===== src/rtl/core/rational_accumulator_alu_core_macros.svh =====
// Assertion macros for the rational accumulator ALU core.
// Depends on a clock named clk and an active-low reset named rst_n in scope.
`ifndef RATIONAL_ACCUMULATOR_ALU_CORE_MACROS_SVH
`define RATIONAL_ACCUMULATOR_ALU_CORE_MACROS_SVH

// Check that cons holds in the same cycle as ante.
`define RAC_CHECK(lbl, ante, cons) \
    lbl: assert property (@(posedge clk) disable iff (!rst_n) (ante) |-> (cons)) \
        else $error("rational accumulator check failed");

// Check that cons holds in the cycle after ante.
`define RAC_CHECK_NEXT(lbl, ante, cons) \
    lbl: assert property (@(posedge clk) disable iff (!rst_n) (ante) |=> (cons)) \
        else $error("rational accumulator check failed");

`endif


===== src/rtl/core/rac_pkg.sv =====
// Shared types for the rational accumulator ALU core.
// No dependencies; used by rac_mul, rac_div and the top level.
package rac_pkg;

    typedef enum logic [2:0] {
        CMD_LOAD     = 3'd0,
        CMD_ADD      = 3'd1,
        CMD_SUB      = 3'd2,
        CMD_MUL      = 3'd3,
        CMD_DIV      = 3'd4,
        CMD_SIMPLIFY = 3'd5,
        CMD_COMPARE  = 3'd6
    } cmd_t;

    // Request to a serial arithmetic unit.
    typedef struct packed {
        logic start;
    } unit_req_t;

    // Status from a serial arithmetic unit.
    typedef struct packed {
        logic busy;
        logic done;
    } unit_rsp_t;

endpackage


===== src/rtl/core/rac_mul.sv =====
// Bit-serial shift-add multiplier: one multiplier bit per cycle, full product.
// Depends on rac_pkg for the unit request and status types.
module rac_mul #(
    parameter int WIDTH = 32
) (
    input  logic                 clk,
    input  logic                 rst_n,
    input  rac_pkg::unit_req_t   req,
    input  logic [WIDTH-1:0]     a,
    input  logic [WIDTH-1:0]     b,
    output rac_pkg::unit_rsp_t   rsp,
    output logic [2*WIDTH-1:0]   product
);
    import rac_pkg::*;

    localparam int CW = $clog2(WIDTH + 1);

    logic [2*WIDTH-1:0] p_reg, p_next;
    logic [WIDTH-1:0]   a_reg, a_next;
    logic [CW-1:0]      cnt_reg, cnt_next;
    logic               busy_reg, busy_next;
    logic               done_reg, done_next;
    logic [WIDTH:0]     sum;

    // Add the multiplicand into the upper half when the low bit is set
    assign sum = {1'b0, p_reg[2*WIDTH-1:WIDTH]} + (p_reg[0] ? {1'b0, a_reg} : '0);

    always_comb
    begin
        p_next    = p_reg;
        a_next    = a_reg;
        cnt_next  = cnt_reg;
        busy_next = busy_reg;
        done_next = 1'b0;
        if (req.start)
        begin
            p_next    = {{WIDTH{1'b0}}, b};
            a_next    = a;
            cnt_next  = '0;
            busy_next = 1'b1;
        end
        else if (busy_reg)
        begin
            // Advance one bit and shift the partial product right
            p_next   = {sum, p_reg[WIDTH-1:1]};
            cnt_next = cnt_reg + CW'(1);
            if (cnt_reg == CW'(WIDTH - 1))
            begin
                busy_next = 1'b0;
                done_next = 1'b1;
            end
        end
    end

    always_ff @(posedge clk or negedge rst_n)
    begin
        if (!rst_n)
        begin
            p_reg    <= '0;
            a_reg    <= '0;
            cnt_reg  <= '0;
            busy_reg <= 1'b0;
            done_reg <= 1'b0;
        end
        else
        begin
            p_reg    <= p_next;
            a_reg    <= a_next;
            cnt_reg  <= cnt_next;
            busy_reg <= busy_next;
            done_reg <= done_next;
        end
    end

    assign rsp.busy = busy_reg;
    assign rsp.done = done_reg;
    assign product  = p_reg;

endmodule


===== src/rtl/core/rac_div.sv =====
// Restoring unsigned divider: one quotient bit per cycle.
// Depends on rac_pkg for the unit request and status types.
module rac_div #(
    parameter int WIDTH = 32
) (
    input  logic               clk,
    input  logic               rst_n,
    input  rac_pkg::unit_req_t req,
    input  logic [WIDTH-1:0]   dividend,
    input  logic [WIDTH-1:0]   divisor,
    output rac_pkg::unit_rsp_t rsp,
    output logic [WIDTH-1:0]   quotient
);
    import rac_pkg::*;

    localparam int CW = $clog2(WIDTH + 1);

    logic [WIDTH-1:0] q_reg, q_next;
    logic [WIDTH-1:0] r_reg, r_next;
    logic [WIDTH-1:0] d_reg, d_next;
    logic [CW-1:0]    cnt_reg, cnt_next;
    logic             busy_reg, busy_next;
    logic             done_reg, done_next;
    logic [WIDTH:0]   shifted;
    logic [WIDTH:0]   diff;
    logic             ge;

    // Bring down the next dividend bit and try the subtract
    assign shifted = {r_reg, q_reg[WIDTH-1]};
    assign ge      = shifted >= {1'b0, d_reg};
    assign diff    = shifted - {1'b0, d_reg};

    always_comb
    begin
        q_next    = q_reg;
        r_next    = r_reg;
        d_next    = d_reg;
        cnt_next  = cnt_reg;
        busy_next = busy_reg;
        done_next = 1'b0;
        if (req.start)
        begin
            q_next    = dividend;
            r_next    = '0;
            d_next    = divisor;
            cnt_next  = '0;
            busy_next = 1'b1;
        end
        else if (busy_reg)
        begin
            r_next   = ge ? diff[WIDTH-1:0] : shifted[WIDTH-1:0];
            q_next   = {q_reg[WIDTH-2:0], ge};
            cnt_next = cnt_reg + CW'(1);
            if (cnt_reg == CW'(WIDTH - 1))
            begin
                busy_next = 1'b0;
                done_next = 1'b1;
            end
        end
    end

    always_ff @(posedge clk or negedge rst_n)
    begin
        if (!rst_n)
        begin
            q_reg    <= '0;
            r_reg    <= '0;
            d_reg    <= '0;
            cnt_reg  <= '0;
            busy_reg <= 1'b0;
            done_reg <= 1'b0;
        end
        else
        begin
            q_reg    <= q_next;
            r_reg    <= r_next;
            d_reg    <= d_next;
            cnt_reg  <= cnt_next;
            busy_reg <= busy_next;
            done_reg <= done_next;
        end
    end

    assign rsp.busy = busy_reg;
    assign rsp.done = done_reg;
    assign quotient = q_reg;

endmodule


===== src/rtl/core/rational_accumulator_alu_core.sv =====
// Rational accumulator ALU: fraction accumulator with serial multiply, GCD and divide.
// Depends on rac_pkg, rac_mul, rac_div and rational_accumulator_alu_core_macros.svh.
//
//  channel | handshake            | payload
//  --------+----------------------+----------------------------------------------
//  in      | in_valid / in_ready  | cmd, operand_num, operand_den
//  out     | out_valid / out_ready| result_num, result_den, is_equal/greater/less
//
// One beat at a time. Add, subtract, multiply and divide run three bit-serial
// products. Simplify runs the binary GCD loop plus two serial divides; compare
// does two reductions and two products. Reset sets the accumulator to 1/1.
// A stalled output holds the result register and the block finishes the next
// beat only once that register is free.
module rational_accumulator_alu_core #(
    parameter int WORD_WIDTH = 32
) (
    input  logic               clk,
    input  logic               rst_n,
    input  logic               in_valid,
    output logic               in_ready,
    input  logic [2:0]         cmd,
    input  logic signed [31:0] operand_num,
    input  logic signed [31:0] operand_den,
    output logic               out_valid,
    input  logic               out_ready,
    output logic signed [31:0] result_num,
    output logic signed [31:0] result_den,
    output logic               is_equal,
    output logic               is_greater,
    output logic               is_less
);
    import rac_pkg::*;

    localparam int W  = WORD_WIDTH;
    localparam int KW = $clog2(W + 1);

    typedef enum logic [3:0] {
        S_IDLE,
        S_DISPATCH,
        S_MUL_GO,
        S_MUL_WAIT,
        S_RED_START,
        S_GCD,
        S_GSHIFT,
        S_DIVN_WAIT,
        S_DIVD_WAIT,
        S_CMP_EQ,
        S_DONE
    } state_t;

    function automatic logic [W-1:0] mag(input logic [W-1:0] v);
        mag = v[W-1] ? (~v + W'(1)) : v;
    endfunction

    state_t           state_reg, state_next;
    logic [2:0]       cmd_reg, cmd_next;
    logic [W-1:0]     acc_num_reg, acc_num_next;
    logic [W-1:0]     acc_den_reg, acc_den_next;
    logic [W-1:0]     op_num_reg, op_num_next;
    logic [W-1:0]     op_den_reg, op_den_next;
    logic             pass_reg, pass_next;
    logic [1:0]       idx_reg, idx_next;
    logic [2*W-1:0]   m0_reg, m0_next;
    logic [2*W-1:0]   m1_reg, m1_next;
    logic [W-1:0]     u_reg, u_next;
    logic [W-1:0]     v_reg, v_next;
    logic [KW-1:0]    k_reg, k_next;
    logic [W-1:0]     qn_reg, qn_next;
    logic             eq_reg, eq_next;
    logic             gt_reg, gt_next;
    logic             lt_reg, lt_next;
    logic             out_valid_reg, out_valid_next;
    logic [31:0]      res_num_reg, res_num_next;
    logic [31:0]      res_den_reg, res_den_next;
    logic             res_eq_reg, res_eq_next;
    logic             res_gt_reg, res_gt_next;
    logic             res_lt_reg, res_lt_next;

    unit_req_t        mul_req, div_req;
    unit_rsp_t        mul_rsp, div_rsp;
    logic [W-1:0]     mul_a, mul_b;
    logic [2*W-1:0]   mul_p;
    logic [W-1:0]     div_n, div_q;

    logic [W-1:0]     red_num, red_den;
    logic [W-1:0]     qn_signed, qd_signed;
    state_t           post_red_state;
    logic             n1, n2;

    assign in_ready = (state_reg == S_IDLE);

    // Pick the pair under reduction: accumulator first, then the operand copy
    assign red_num = pass_reg ? op_num_reg : acc_num_reg;
    assign red_den = pass_reg ? op_den_reg : acc_den_reg;

    // Select product operands: raw patterns for arithmetic, magnitudes for compare
    always_comb
    begin
        mul_a = acc_den_reg;
        mul_b = op_num_reg;
        if (cmd_reg == CMD_COMPARE)
        begin
            mul_a = (idx_reg == 2'd0) ? mag(acc_num_reg) : mag(acc_den_reg);
            mul_b = (idx_reg == 2'd0) ? mag(op_den_reg) : mag(op_num_reg);
        end
        else
        begin
            case (idx_reg)
                2'd0:
                begin
                    mul_a = acc_num_reg;
                    mul_b = (cmd_reg == CMD_MUL) ? op_num_reg : op_den_reg;
                end
                2'd1:
                begin
                    mul_a = acc_den_reg;
                    mul_b = op_num_reg;
                end
                default:
                begin
                    mul_a = acc_den_reg;
                    mul_b = (cmd_reg == CMD_DIV) ? op_num_reg : op_den_reg;
                end
            endcase
        end
    end

    assign mul_req.start = (state_reg == S_MUL_GO);
    assign div_req.start = ((state_reg == S_GSHIFT) && (k_reg == '0) && (u_reg != '0))
                         || ((state_reg == S_DIVN_WAIT) && div_rsp.done);
    assign div_n         = (state_reg == S_GSHIFT) ? mag(red_num) : mag(red_den);

    // Restore signs of the reduced parts
    assign qn_signed = red_num[W-1] ? (~qn_reg + W'(1)) : qn_reg;
    assign qd_signed = red_den[W-1] ? (~div_q + W'(1)) : div_q;

    // Where to go once a reduction is finished
    always_comb
    begin
        if (cmd_reg == CMD_SIMPLIFY)
            post_red_state = S_DONE;
        else if (!pass_reg)
            post_red_state = S_RED_START;
        else
            post_red_state = S_CMP_EQ;
    end

    // Product signs for the exact compare
    assign n1 = (m0_reg != '0) && (acc_num_reg[W-1] ^ op_den_reg[W-1]);
    assign n2 = (mul_p != '0) && (acc_den_reg[W-1] ^ op_num_reg[W-1]);

    always_comb
    begin
        state_next     = state_reg;
        cmd_next       = cmd_reg;
        acc_num_next   = acc_num_reg;
        acc_den_next   = acc_den_reg;
        op_num_next    = op_num_reg;
        op_den_next    = op_den_reg;
        pass_next      = pass_reg;
        idx_next       = idx_reg;
        m0_next        = m0_reg;
        m1_next        = m1_reg;
        u_next         = u_reg;
        v_next         = v_reg;
        k_next         = k_reg;
        qn_next        = qn_reg;
        eq_next        = eq_reg;
        gt_next        = gt_reg;
        lt_next        = lt_reg;
        out_valid_next = out_valid_reg;
        res_num_next   = res_num_reg;
        res_den_next   = res_den_reg;
        res_eq_next    = res_eq_reg;
        res_gt_next    = res_gt_reg;
        res_lt_next    = res_lt_reg;

        // Drop the result once taken
        if (out_valid_reg && out_ready)
            out_valid_next = 1'b0;

        unique case (state_reg)
            S_IDLE:
            begin
                if (in_valid)
                begin
                    cmd_next    = cmd;
                    op_num_next = W'(operand_num);
                    op_den_next = W'(operand_den);
                    eq_next     = 1'b0;
                    gt_next     = 1'b0;
                    lt_next     = 1'b0;
                    pass_next   = 1'b0;
                    idx_next    = 2'd0;
                    state_next  = S_DISPATCH;
                end
            end
            S_DISPATCH:
            begin
                case (cmd_reg) inside
                    CMD_LOAD:
                    begin
                        acc_num_next = op_num_reg;
                        if (op_den_reg != '0)
                            acc_den_next = op_den_reg;
                        state_next = S_DONE;
                    end
                    CMD_ADD, CMD_SUB, CMD_MUL, CMD_DIV:
                        state_next = S_MUL_GO;
                    CMD_SIMPLIFY, CMD_COMPARE:
                        state_next = S_RED_START;
                    default:
                        state_next = S_DONE;
                endcase
            end
            S_MUL_GO:
                state_next = S_MUL_WAIT;
            S_MUL_WAIT:
            begin
                if (mul_rsp.done)
                begin
                    if (cmd_reg == CMD_COMPARE && idx_reg == 2'd1)
                    begin
                        // Signed order of the two exact products
                        if (n1 != n2)
                        begin
                            gt_next = n2;
                            lt_next = n1;
                        end
                        else
                        begin
                            gt_next = n1 ? (m0_reg < mul_p) : (m0_reg > mul_p);
                            lt_next = n1 ? (m0_reg > mul_p) : (m0_reg < mul_p);
                        end
                        state_next = S_DONE;
                    end
                    else if (idx_reg == 2'd2)
                    begin
                        // Combine the wrapped cross products
                        if (cmd_reg == CMD_ADD)
                            acc_num_next = m0_reg[W-1:0] + m1_reg[W-1:0];
                        else if (cmd_reg == CMD_SUB)
                            acc_num_next = m0_reg[W-1:0] - m1_reg[W-1:0];
                        else
                            acc_num_next = m0_reg[W-1:0];
                        if (mul_p[W-1:0] != '0)
                            acc_den_next = mul_p[W-1:0];
                        state_next = S_DONE;
                    end
                    else
                    begin
                        if (idx_reg == 2'd0)
                            m0_next = mul_p;
                        else
                            m1_next = mul_p;
                        idx_next   = idx_reg + 2'd1;
                        state_next = S_MUL_GO;
                    end
                end
            end
            S_RED_START:
            begin
                u_next     = mag(red_num);
                v_next     = mag(red_den);
                k_next     = '0;
                state_next = S_GCD;
            end
            S_GCD:
            begin
                // Binary GCD, one step per cycle; u ends up holding the odd part
                if (u_reg == '0)
                begin
                    u_next     = v_reg;
                    state_next = S_GSHIFT;
                end
                else if (v_reg == '0)
                    state_next = S_GSHIFT;
                else if (!u_reg[0] && !v_reg[0])
                begin
                    u_next = u_reg >> 1;
                    v_next = v_reg >> 1;
                    k_next = k_reg + KW'(1);
                end
                else if (!u_reg[0])
                    u_next = u_reg >> 1;
                else if (!v_reg[0])
                    v_next = v_reg >> 1;
                else if (u_reg >= v_reg)
                    u_next = u_reg - v_reg;
                else
                    v_next = v_reg - u_reg;
            end
            S_GSHIFT:
            begin
                // Restore the common power of two, one bit per cycle
                if (k_reg != '0)
                begin
                    u_next = u_reg << 1;
                    k_next = k_reg - KW'(1);
                end
                else if (u_reg == '0)
                begin
                    if (pass_reg == 1'b0 && cmd_reg == CMD_COMPARE)
                        pass_next = 1'b1;
                    state_next = post_red_state;
                end
                else
                    state_next = S_DIVN_WAIT;
            end
            S_DIVN_WAIT:
            begin
                if (div_rsp.done)
                begin
                    qn_next    = div_q;
                    state_next = S_DIVD_WAIT;
                end
            end
            S_DIVD_WAIT:
            begin
                if (div_rsp.done)
                begin
                    if (pass_reg)
                    begin
                        op_num_next = qn_signed;
                        if (qd_signed != '0)
                            op_den_next = qd_signed;
                    end
                    else
                    begin
                        acc_num_next = qn_signed;
                        if (qd_signed != '0)
                            acc_den_next = qd_signed;
                    end
                    if (pass_reg == 1'b0 && cmd_reg == CMD_COMPARE)
                        pass_next = 1'b1;
                    state_next = post_red_state;
                end
            end
            S_CMP_EQ:
            begin
                eq_next    = (acc_num_reg == op_num_reg) && (acc_den_reg == op_den_reg);
                idx_next   = 2'd0;
                state_next = S_MUL_GO;
            end
            S_DONE:
            begin
                // Hold until the result register is free
                if (!out_valid_reg || out_ready)
                begin
                    res_num_next   = 32'(signed'(acc_num_reg));
                    res_den_next   = 32'(signed'(acc_den_reg));
                    res_eq_next    = eq_reg;
                    res_gt_next    = gt_reg;
                    res_lt_next    = lt_reg;
                    out_valid_next = 1'b1;
                    state_next     = S_IDLE;
                end
            end
            default:
                state_next = S_IDLE;
        endcase
    end

    always_ff @(posedge clk or negedge rst_n)
    begin
        if (!rst_n)
        begin
            state_reg     <= S_IDLE;
            cmd_reg       <= '0;
            acc_num_reg   <= W'(1);
            acc_den_reg   <= W'(1);
            op_num_reg    <= '0;
            op_den_reg    <= '0;
            pass_reg      <= 1'b0;
            idx_reg       <= '0;
            m0_reg        <= '0;
            m1_reg        <= '0;
            u_reg         <= '0;
            v_reg         <= '0;
            k_reg         <= '0;
            qn_reg        <= '0;
            eq_reg        <= 1'b0;
            gt_reg        <= 1'b0;
            lt_reg        <= 1'b0;
            out_valid_reg <= 1'b0;
            res_num_reg   <= '0;
            res_den_reg   <= '0;
            res_eq_reg    <= 1'b0;
            res_gt_reg    <= 1'b0;
            res_lt_reg    <= 1'b0;
        end
        else
        begin
            state_reg     <= state_next;
            cmd_reg       <= cmd_next;
            acc_num_reg   <= acc_num_next;
            acc_den_reg   <= acc_den_next;
            op_num_reg    <= op_num_next;
            op_den_reg    <= op_den_next;
            pass_reg      <= pass_next;
            idx_reg       <= idx_next;
            m0_reg        <= m0_next;
            m1_reg        <= m1_next;
            u_reg         <= u_next;
            v_reg         <= v_next;
            k_reg         <= k_next;
            qn_reg        <= qn_next;
            eq_reg        <= eq_next;
            gt_reg        <= gt_next;
            lt_reg        <= lt_next;
            out_valid_reg <= out_valid_next;
            res_num_reg   <= res_num_next;
            res_den_reg   <= res_den_next;
            res_eq_reg    <= res_eq_next;
            res_gt_reg    <= res_gt_next;
            res_lt_reg    <= res_lt_next;
        end
    end

    rac_mul #(
        .WIDTH (W)
    ) u_mul (
        .clk     (clk),
        .rst_n   (rst_n),
        .req     (mul_req),
        .a       (mul_a),
        .b       (mul_b),
        .rsp     (mul_rsp),
        .product (mul_p)
    );

    rac_div #(
        .WIDTH (W)
    ) u_div (
        .clk      (clk),
        .rst_n    (rst_n),
        .req      (div_req),
        .dividend (div_n),
        .divisor  (u_reg),
        .rsp      (div_rsp),
        .quotient (div_q)
    );

    assign out_valid  = out_valid_reg;
    assign result_num = res_num_reg;
    assign result_den = res_den_reg;
    assign is_equal   = res_eq_reg;
    assign is_greater = res_gt_reg;
    assign is_less    = res_lt_reg;

`include "rational_accumulator_alu_core_macros.svh"

    `RAC_CHECK(a_den_nonzero, 1'b1, acc_den_reg != '0)
    `RAC_CHECK(a_mul_done_waited, mul_rsp.done, state_reg == S_MUL_WAIT)
    `RAC_CHECK(a_div_done_waited, div_rsp.done,
        (state_reg == S_DIVN_WAIT) || (state_reg == S_DIVD_WAIT))
    `RAC_CHECK_NEXT(a_one_beat, in_valid && in_ready, !in_ready)

endmodule

===== config.mk =====
export PLATFORM = sky130hd
export DESIGN_NAME = rational_accumulator_alu_core
export DESIGN_NICKNAME = d
export VERILOG_FILES = /design/src/rtl/core/rac_pkg.sv /design/src/rtl/core/rac_mul.sv /design/src/rtl/core/rac_div.sv /design/src/rtl/core/rational_accumulator_alu_core.sv
export VERILOG_INCLUDE_DIRS = /design/src /design/src/rtl/core
export SDC_FILE = /design/constraint.sdc
export NUM_CORES = 2
export LEC_CHECK = 0
export BUFFER_PORTS_ARGS = -buffer_cell sky130_fd_sc_hd__buf_2
export CAP_MARGIN = 5
export CORE_UTILIZATION = 45
export DETAILED_ROUTE_END_ITERATION = 16
export HOLD_SLACK_MARGIN = 0.06
export MAX_ROUTING_LAYER = met4
export PLACE_DENSITY_LB_ADDON = 0.2
export SYNTH_ARGS = -nofsm -noshare
export SYNTH_HDL_FRONTEND = slang
export SYNTH_SLANG_ARGS = --single-unit
export TNS_END_PERCENT = 5

===== constraint.sdc =====
create_clock -name clk -period 9.9 [get_ports clk]
set_input_delay 1.98 -clock clk [delete_from_list [all_inputs] [get_ports clk]]
set_output_delay 1.98 -clock clk [all_outputs]
set_load 0.005 [all_outputs]

# After elaboration in Yosys (flattened, before gate mapping)
# Cells that the tools add are included.
# op_classes
magnitude_cmp	4
addsub	19
mux	132
n_eq_ne	50
bitwise	14
n_reduce_logical	59
# ops
operator	count
2-to-1 mux 32 bit	60
case mux 32 bit (3 select lines)	3
adder 32 x 1 -> 32 bit (second input constant)	8
inverter 32 bit	8
case mux 32 bit (2 select lines)	4
2-to-1 mux 64 bit	2
nonzero test 32 bit	4
nonzero test 64 bit	2
subtractor 32 bit	4
== test 32 bit	2
> comparator 64 bit	1
zero test 32 bit	2
less-than comparator 64 bit	1
2-to-1 mux 4 bit	16
2-to-1 mux 6 bit	8
case mux 4 bit (11 select lines)	1
AND reduction 5 bit	8
adder 32 x 33 -> 33 bit	1
>= comparator 33 x 32 -> 1 bit	1
adder 32 bit	1
>= comparator 32 bit	1
!= test 2 bit (second input constant)	16
2-to-1 mux 1 bit	28
adder 6 x 1 -> 6 bit (second input constant)	3
41 further kinds	93
# word_totals
inputBits	71
word_cells	314
ff_bits	615

# Logic depth before layout (Yosys ltp)
# logic_depth
depth_word	8
mapped_depth	19
ltp_nobuf	15

# Cells and area by module
# From an unflattened synthesis, not the netlist that was laid out.
# unflattened
cells_unflattened	6027
area_unflattened_um2	49447.4
# modules_own_cells
module	area_each_um2	n_inst	cells_each
rational_accumulator_alu_core	36709.0	1	4661
rac_div	6520.0	1	737
rac_mul	6218.5	1	629

# Worst setup path before layout
# Ideal clock, no wire load.
# synth_path
kind	register to register
start	register pass_reg
end	register u_reg[30]
arrival_ns	4.325
slack_ns	5.434
stages_incl_launch_ff	18
path_buffers	7
path_cell_list	dfrtp_1 > buf_4 > buf_4 > buf_2 > buf_2 > buf_2 > buf_2 > buf_1 > mux2i_1 > ha_1 > o221ai_1 > nor4_1 > nand3_1 > nor4_1 > a31oi_1 > xor2_1 > a222oi_1 > a31oi_1
# synth_via
elab_chain_cells	5
# synth_lines
item	line_no	source
start: declaration	rational_accumulator_alu_core.sv:61	logic pass_reg, pass_next;
start signal: assignment	rational_accumulator_alu_core.sv:400	pass_reg <= pass_next;
2-to-1 mux 32 bit (*)	rational_accumulator_alu_core.sv:93	assign red_num = pass_reg ? op_num_reg : acc_num_reg;
inverter 32 bit	rational_accumulator_alu_core.sv:52	mag = v[W-1] ? (~v + W'(1)) : v;
adder 32 x 1 -> 32 bit	rational_accumulator_alu_core.sv:52	
2-to-1 mux 32 bit (*)	rational_accumulator_alu_core.sv:52	
case mux 32 bit (3 select lines) (*)	rational_accumulator_alu_core.sv:182	unique case (state_reg)
end signal: assignment	rational_accumulator_alu_core.sv:404	u_reg <= u_next;
end: declaration	rational_accumulator_alu_core.sv:65	logic [W-1:0] u_reg, u_next;
# Every way passes the cells marked *; elsewhere a longest branch is shown, timed or not.
# A chain may end at the register's enable or synchronous reset.

# Worst setup path after layout
# layout_path
start	register u_reg[0]
end	register v_reg[24]
# layout_via
elab_chain_cells	8
elab_cells_between_ends	16
classes_between	add/sub: 1; order compare: 1; eq/ne: 3; mux: 7; reduce/logical: 4
# layout_lines
item	line_no	source
subtractor 32 bit	rational_accumulator_alu_core.sv:291	v_next = v_reg - u_reg;
2-to-1 mux 32 bit	rational_accumulator_alu_core.sv:288	else if (u_reg >= v_reg)
2-to-1 mux 32 bit	rational_accumulator_alu_core.sv:286	else if (!v_reg[0])
2-to-1 mux 32 bit	rational_accumulator_alu_core.sv:284	else if (!u_reg[0])
2-to-1 mux 32 bit	rational_accumulator_alu_core.sv:278	else if (!u_reg[0] && !v_reg[0])
2-to-1 mux 32 bit	rational_accumulator_alu_core.sv:276	else if (v_reg == '0)
2-to-1 mux 32 bit	rational_accumulator_alu_core.sv:271	if (u_reg == '0)
case mux 32 bit (2 select lines)	rational_accumulator_alu_core.sv:182	
end signal: assignment	rational_accumulator_alu_core.sv:405	v_reg <= v_next;
end: declaration	rational_accumulator_alu_core.sv:66	logic [W-1:0] v_reg, v_next;
# Several ways; a longest one is shown, not always the timed one. The select of a mux whose other input is x is not followed.

==> results_dict.tcl <==
set metrics [dict create \
    power-per-cell-area_nw_per_um2 429 \
    maxClockFrequency_mhz 207 \
    synth.avg_cell_area_um2 8.11 \
    clk_transition_reported_paths_ns 0.06 \
    synth_cells 5917 \
    first_pass_iters 14 \
    max-clock-path-buffers 3 \
    place_hpwl_um 150000 \
    die_area_um2 108000 \
    failed_checks "DRC, slew limit" \
    effective_utilization_at_floorplan_pct 45.5 \
    grt_overflow 0 \
    routed_wirelength_um 198000 \
    tritoncts_num_sinks 615 \
    holdPathStages 2 \
    finalWeightedCongestion 1.09 \
    tritoncts "yes" \
    startpoint "u_reg[0]" \
    rsz0062_at_grt "false" \
    post_detailed_route_drc_marker_count 8 \
    drive_gt1_share_pct 9.59 \
    status "finished with violations" \
    critical_path_required_ns 10.43 \
    drtAntennaViolNets 0 \
    post_dp_cell_area_um2 49400 \
    comb_power_share_pct 61.3 \
    power.net_switching_mw 11.9 \
    max_slew_margin_pct -8.93 \
    critPathKind "reg -> reg" \
    worst_skew_pair.late_latency_ns 0.69 \
    cts_htree_levels 3 \
    period_share_pct 48.8 \
    share_of_power_burned_in_registers_pct 25.3 \
    yosysTopAreaCellShare_pct 32.0 \
    initial_antenna_violation_count 6 \
    synth_cell_type_count 100 \
    post_cts.resized_instances 0 \
    cp_max_fo 32 \
    flow.area_growth_from_synthesis_pct 8.59 \
    final_core_util_pct 49.4 \
    grt_start_max_net_pins 128 \
    synth-main-ff-cell "dfrtp_1" \
    root_buffer "clkbuf_16" \
    timing.final.max_slew_violations 1 \
    postLayoutCellArea_um2 52100 \
    postSynthNetCount 6269 \
    io_buffer_count 139 \
    cts_post_setup_buffers_inserted 0 \
    detail_route.vias_per_cell 6.39 \
    fin_crit_ns 4.83 \
    filler_cell_count 10300 \
    power.ir.vdd_worst_v 0.000219 \
    power.static_leakage_nw 23.7 \
    setup.worst_path.start_class "register" \
    clock_tree_skew_after_final_layout_ns 0.0530 \
    fin_setup_tns_ns 0 \
    drtIter0Drc 5373 \
    clock_power_share_pct 13.4 \
    cp.arrival_ns 5.36 \
    holdWs_ns 0.470 \
    grt_first_pass_wirelength_um 290000 \
    row_count 119 \
    reg2reg_depth 16 \
    setup_viols_final 0 \
    first_global_vias 42900 \
    cap_viol_max_count 0 \
    yosys_register_bits 615 \
    synth-warning-count 0 \
    synth.top_cells.by_area "dfrtp_1 32%, ha_1 7.1%, o21ai_0 5.9%" \
    cts_hold_buf 0 \
    swShare_pct 53.3 \
    cellInternalPower_mw 10.4 \
    netlist_area_um2 48000 \
    regToRegEndpoint "v_reg[24]" \
    chipHeight_um 329 \
    synth_sequential_area_ratio_pct 32.1 \
    top_post_synthesis_cells_by_count "648 x nand2_1, 613 x dfrtp_1, 567 x o21ai_0, 470 x a21oi_1, 435 x nor2_1" \
    cts_buffers 77 \
    hold_path.startpoint "u_mul.a_reg[19]" \
    yosysMostFrequentCell "nand2_1" \
    core_region_area_um2 106000 \
    netlist.top_cell.by_area "dfrtp_1" \
    dr_total_vias 46100 \
    hold_violations 0 \
    post-place-cells 7060 \
    num-nets-final 6100 \
    fin_cells 7207 \
    gr-usage-all-layers_pct 37.2 \
    synth_enable_flop_cells 0 \
    async_reset_ff_share_pct 100 \
    regToRegStartpoint "u_reg[0]" \
    timing.hold.worst_endpoint "u_mul.a_reg[19]" \
    worst_pin_slew_ns 1.63 \
    die_x_um 329 \
    setup.reg_to_reg.worst_slack_ns 5.07 \
    worstHoldPathType "reg -> reg" \
    ios 140 \
    avgRoutedWirePerCell_um 27.5 \
    crit_path_end_kind "register" \
]
worst max-delay path by stage:
stage,end,slack (ns),cells past startpoint
floorplan,u_reg[30],5.43,17
global placement,v_reg[24],5.17,16
detailed placement,v_reg[24],5.18,16
CTS,v_reg[24],5.17,16
global route,acc_den_reg[23],4.83,12
finish,v_reg[24],5.07,16
power by group through the flow:
stage | clock (mW) | combinational, mW | sequential [mW]
6_report | 2.99 | 13.7 | 5.65
5_1_grt | 3.13 | 14.8 | 5.70
4_1_cts | 3.03 | 13.3 | 5.55
3_5_place_dp | 0 | 13.3 | 5.59
3_3_place_gp | 0 | 13.2 | 5.57
2_1_floorplan | 0 | 9.96 | 4.28
through the flow:
step                worst slack (ns)  power (mW)
finish                          5.07        22.3
global route                    4.83        23.7
CTS                             5.17        21.9
detailed placement              5.18        18.9
global placement                5.17        18.8
floorplan                       5.43        14.2
cell families after synthesis:
family                   count (synthesis)  synth area share, %
AO/OA/AOI/OAI                         1878                 24.5
multiplexers                           270                 5.90
AND/OR/NAND/NOR                       1688                 16.3
XOR/XNOR                               412                 7.52
buffers and inverters                  773                 6.26
adder cells (fa/ha/maj)                281                 7.44
flip-flops                             615                 32.1
final cells by class:
class,instances,area [µm²],area share [%]
well taps,1391,1740,3.34
repair buffers,237,1470,2.81
inverters,288,1080,2.07
flip-flops and latches,615,15400,29.6
clock inverters,30,348,0.668
clock buffers,110,2290,4.40
multi-input cells,4529,29800,57.1
diodes,7,17.5,0.0336
cells in the final DEF (no fill, tap or decap), types with 19 or more instances in the layout:
master,n
nand2_1,644
dfrtp_1,610
o21ai_0,566
a21oi_1,470
nor2_1,431
inv_1,286
ha_1,273
xnor2_1,230
xor2_1,182
mux2i_1,165
buf_2,138
a21o_1,123
mux2_2,103
buf_4,96
a221oi_1,91
nor3_1,90
nor4_1,89
clkbuf_16,79
a31oi_1,73
nand4_1,71
a211oi_1,71
nand3_1,67
o31ai_1,56
and2_1,54
o21ai_1,54
o221ai_1,47
or3_1,43
o21bai_1,42
o211ai_1,38
nand2b_1,35
nor2b_1,31
and3_1,27
o22ai_1,26
a222oi_1,23
o41ai_1,22
a22oi_1,22
clkbuf_8,20
nor3b_1,19
a221o_1,19
worst max-delay path, stage by stage (launching register included):
cell,delay [ns]
dfrtp_1,0.51
inv_1,0.20
ha_1,0.19
inv_1,0.06
fa_1,0.40
a21o_1,0.17
a21oi_1,0.28
o21bai_1,0.13
o21ai_1,0.39
a21oi_1,0.13
o311a_1,0.43
or2_2,0.48
a31oi_4,0.50
buf_4,0.40
o221ai_1,0.17
a21oi_1,0.15
a221oi_1,0.07
layer usage:
layer / track usage, % / wire (µm) / up-vias
met5: - / 0 / -
met1: 46.4 / 78900 / 22200
li1: - / - / 20800
met3: 8.08 / 18100 / 624
met4: 22.9 / 15000 / 0
met2: 54.8 / 86000 / 2393
No activity file was read; power rests on OpenSTA's default activity.
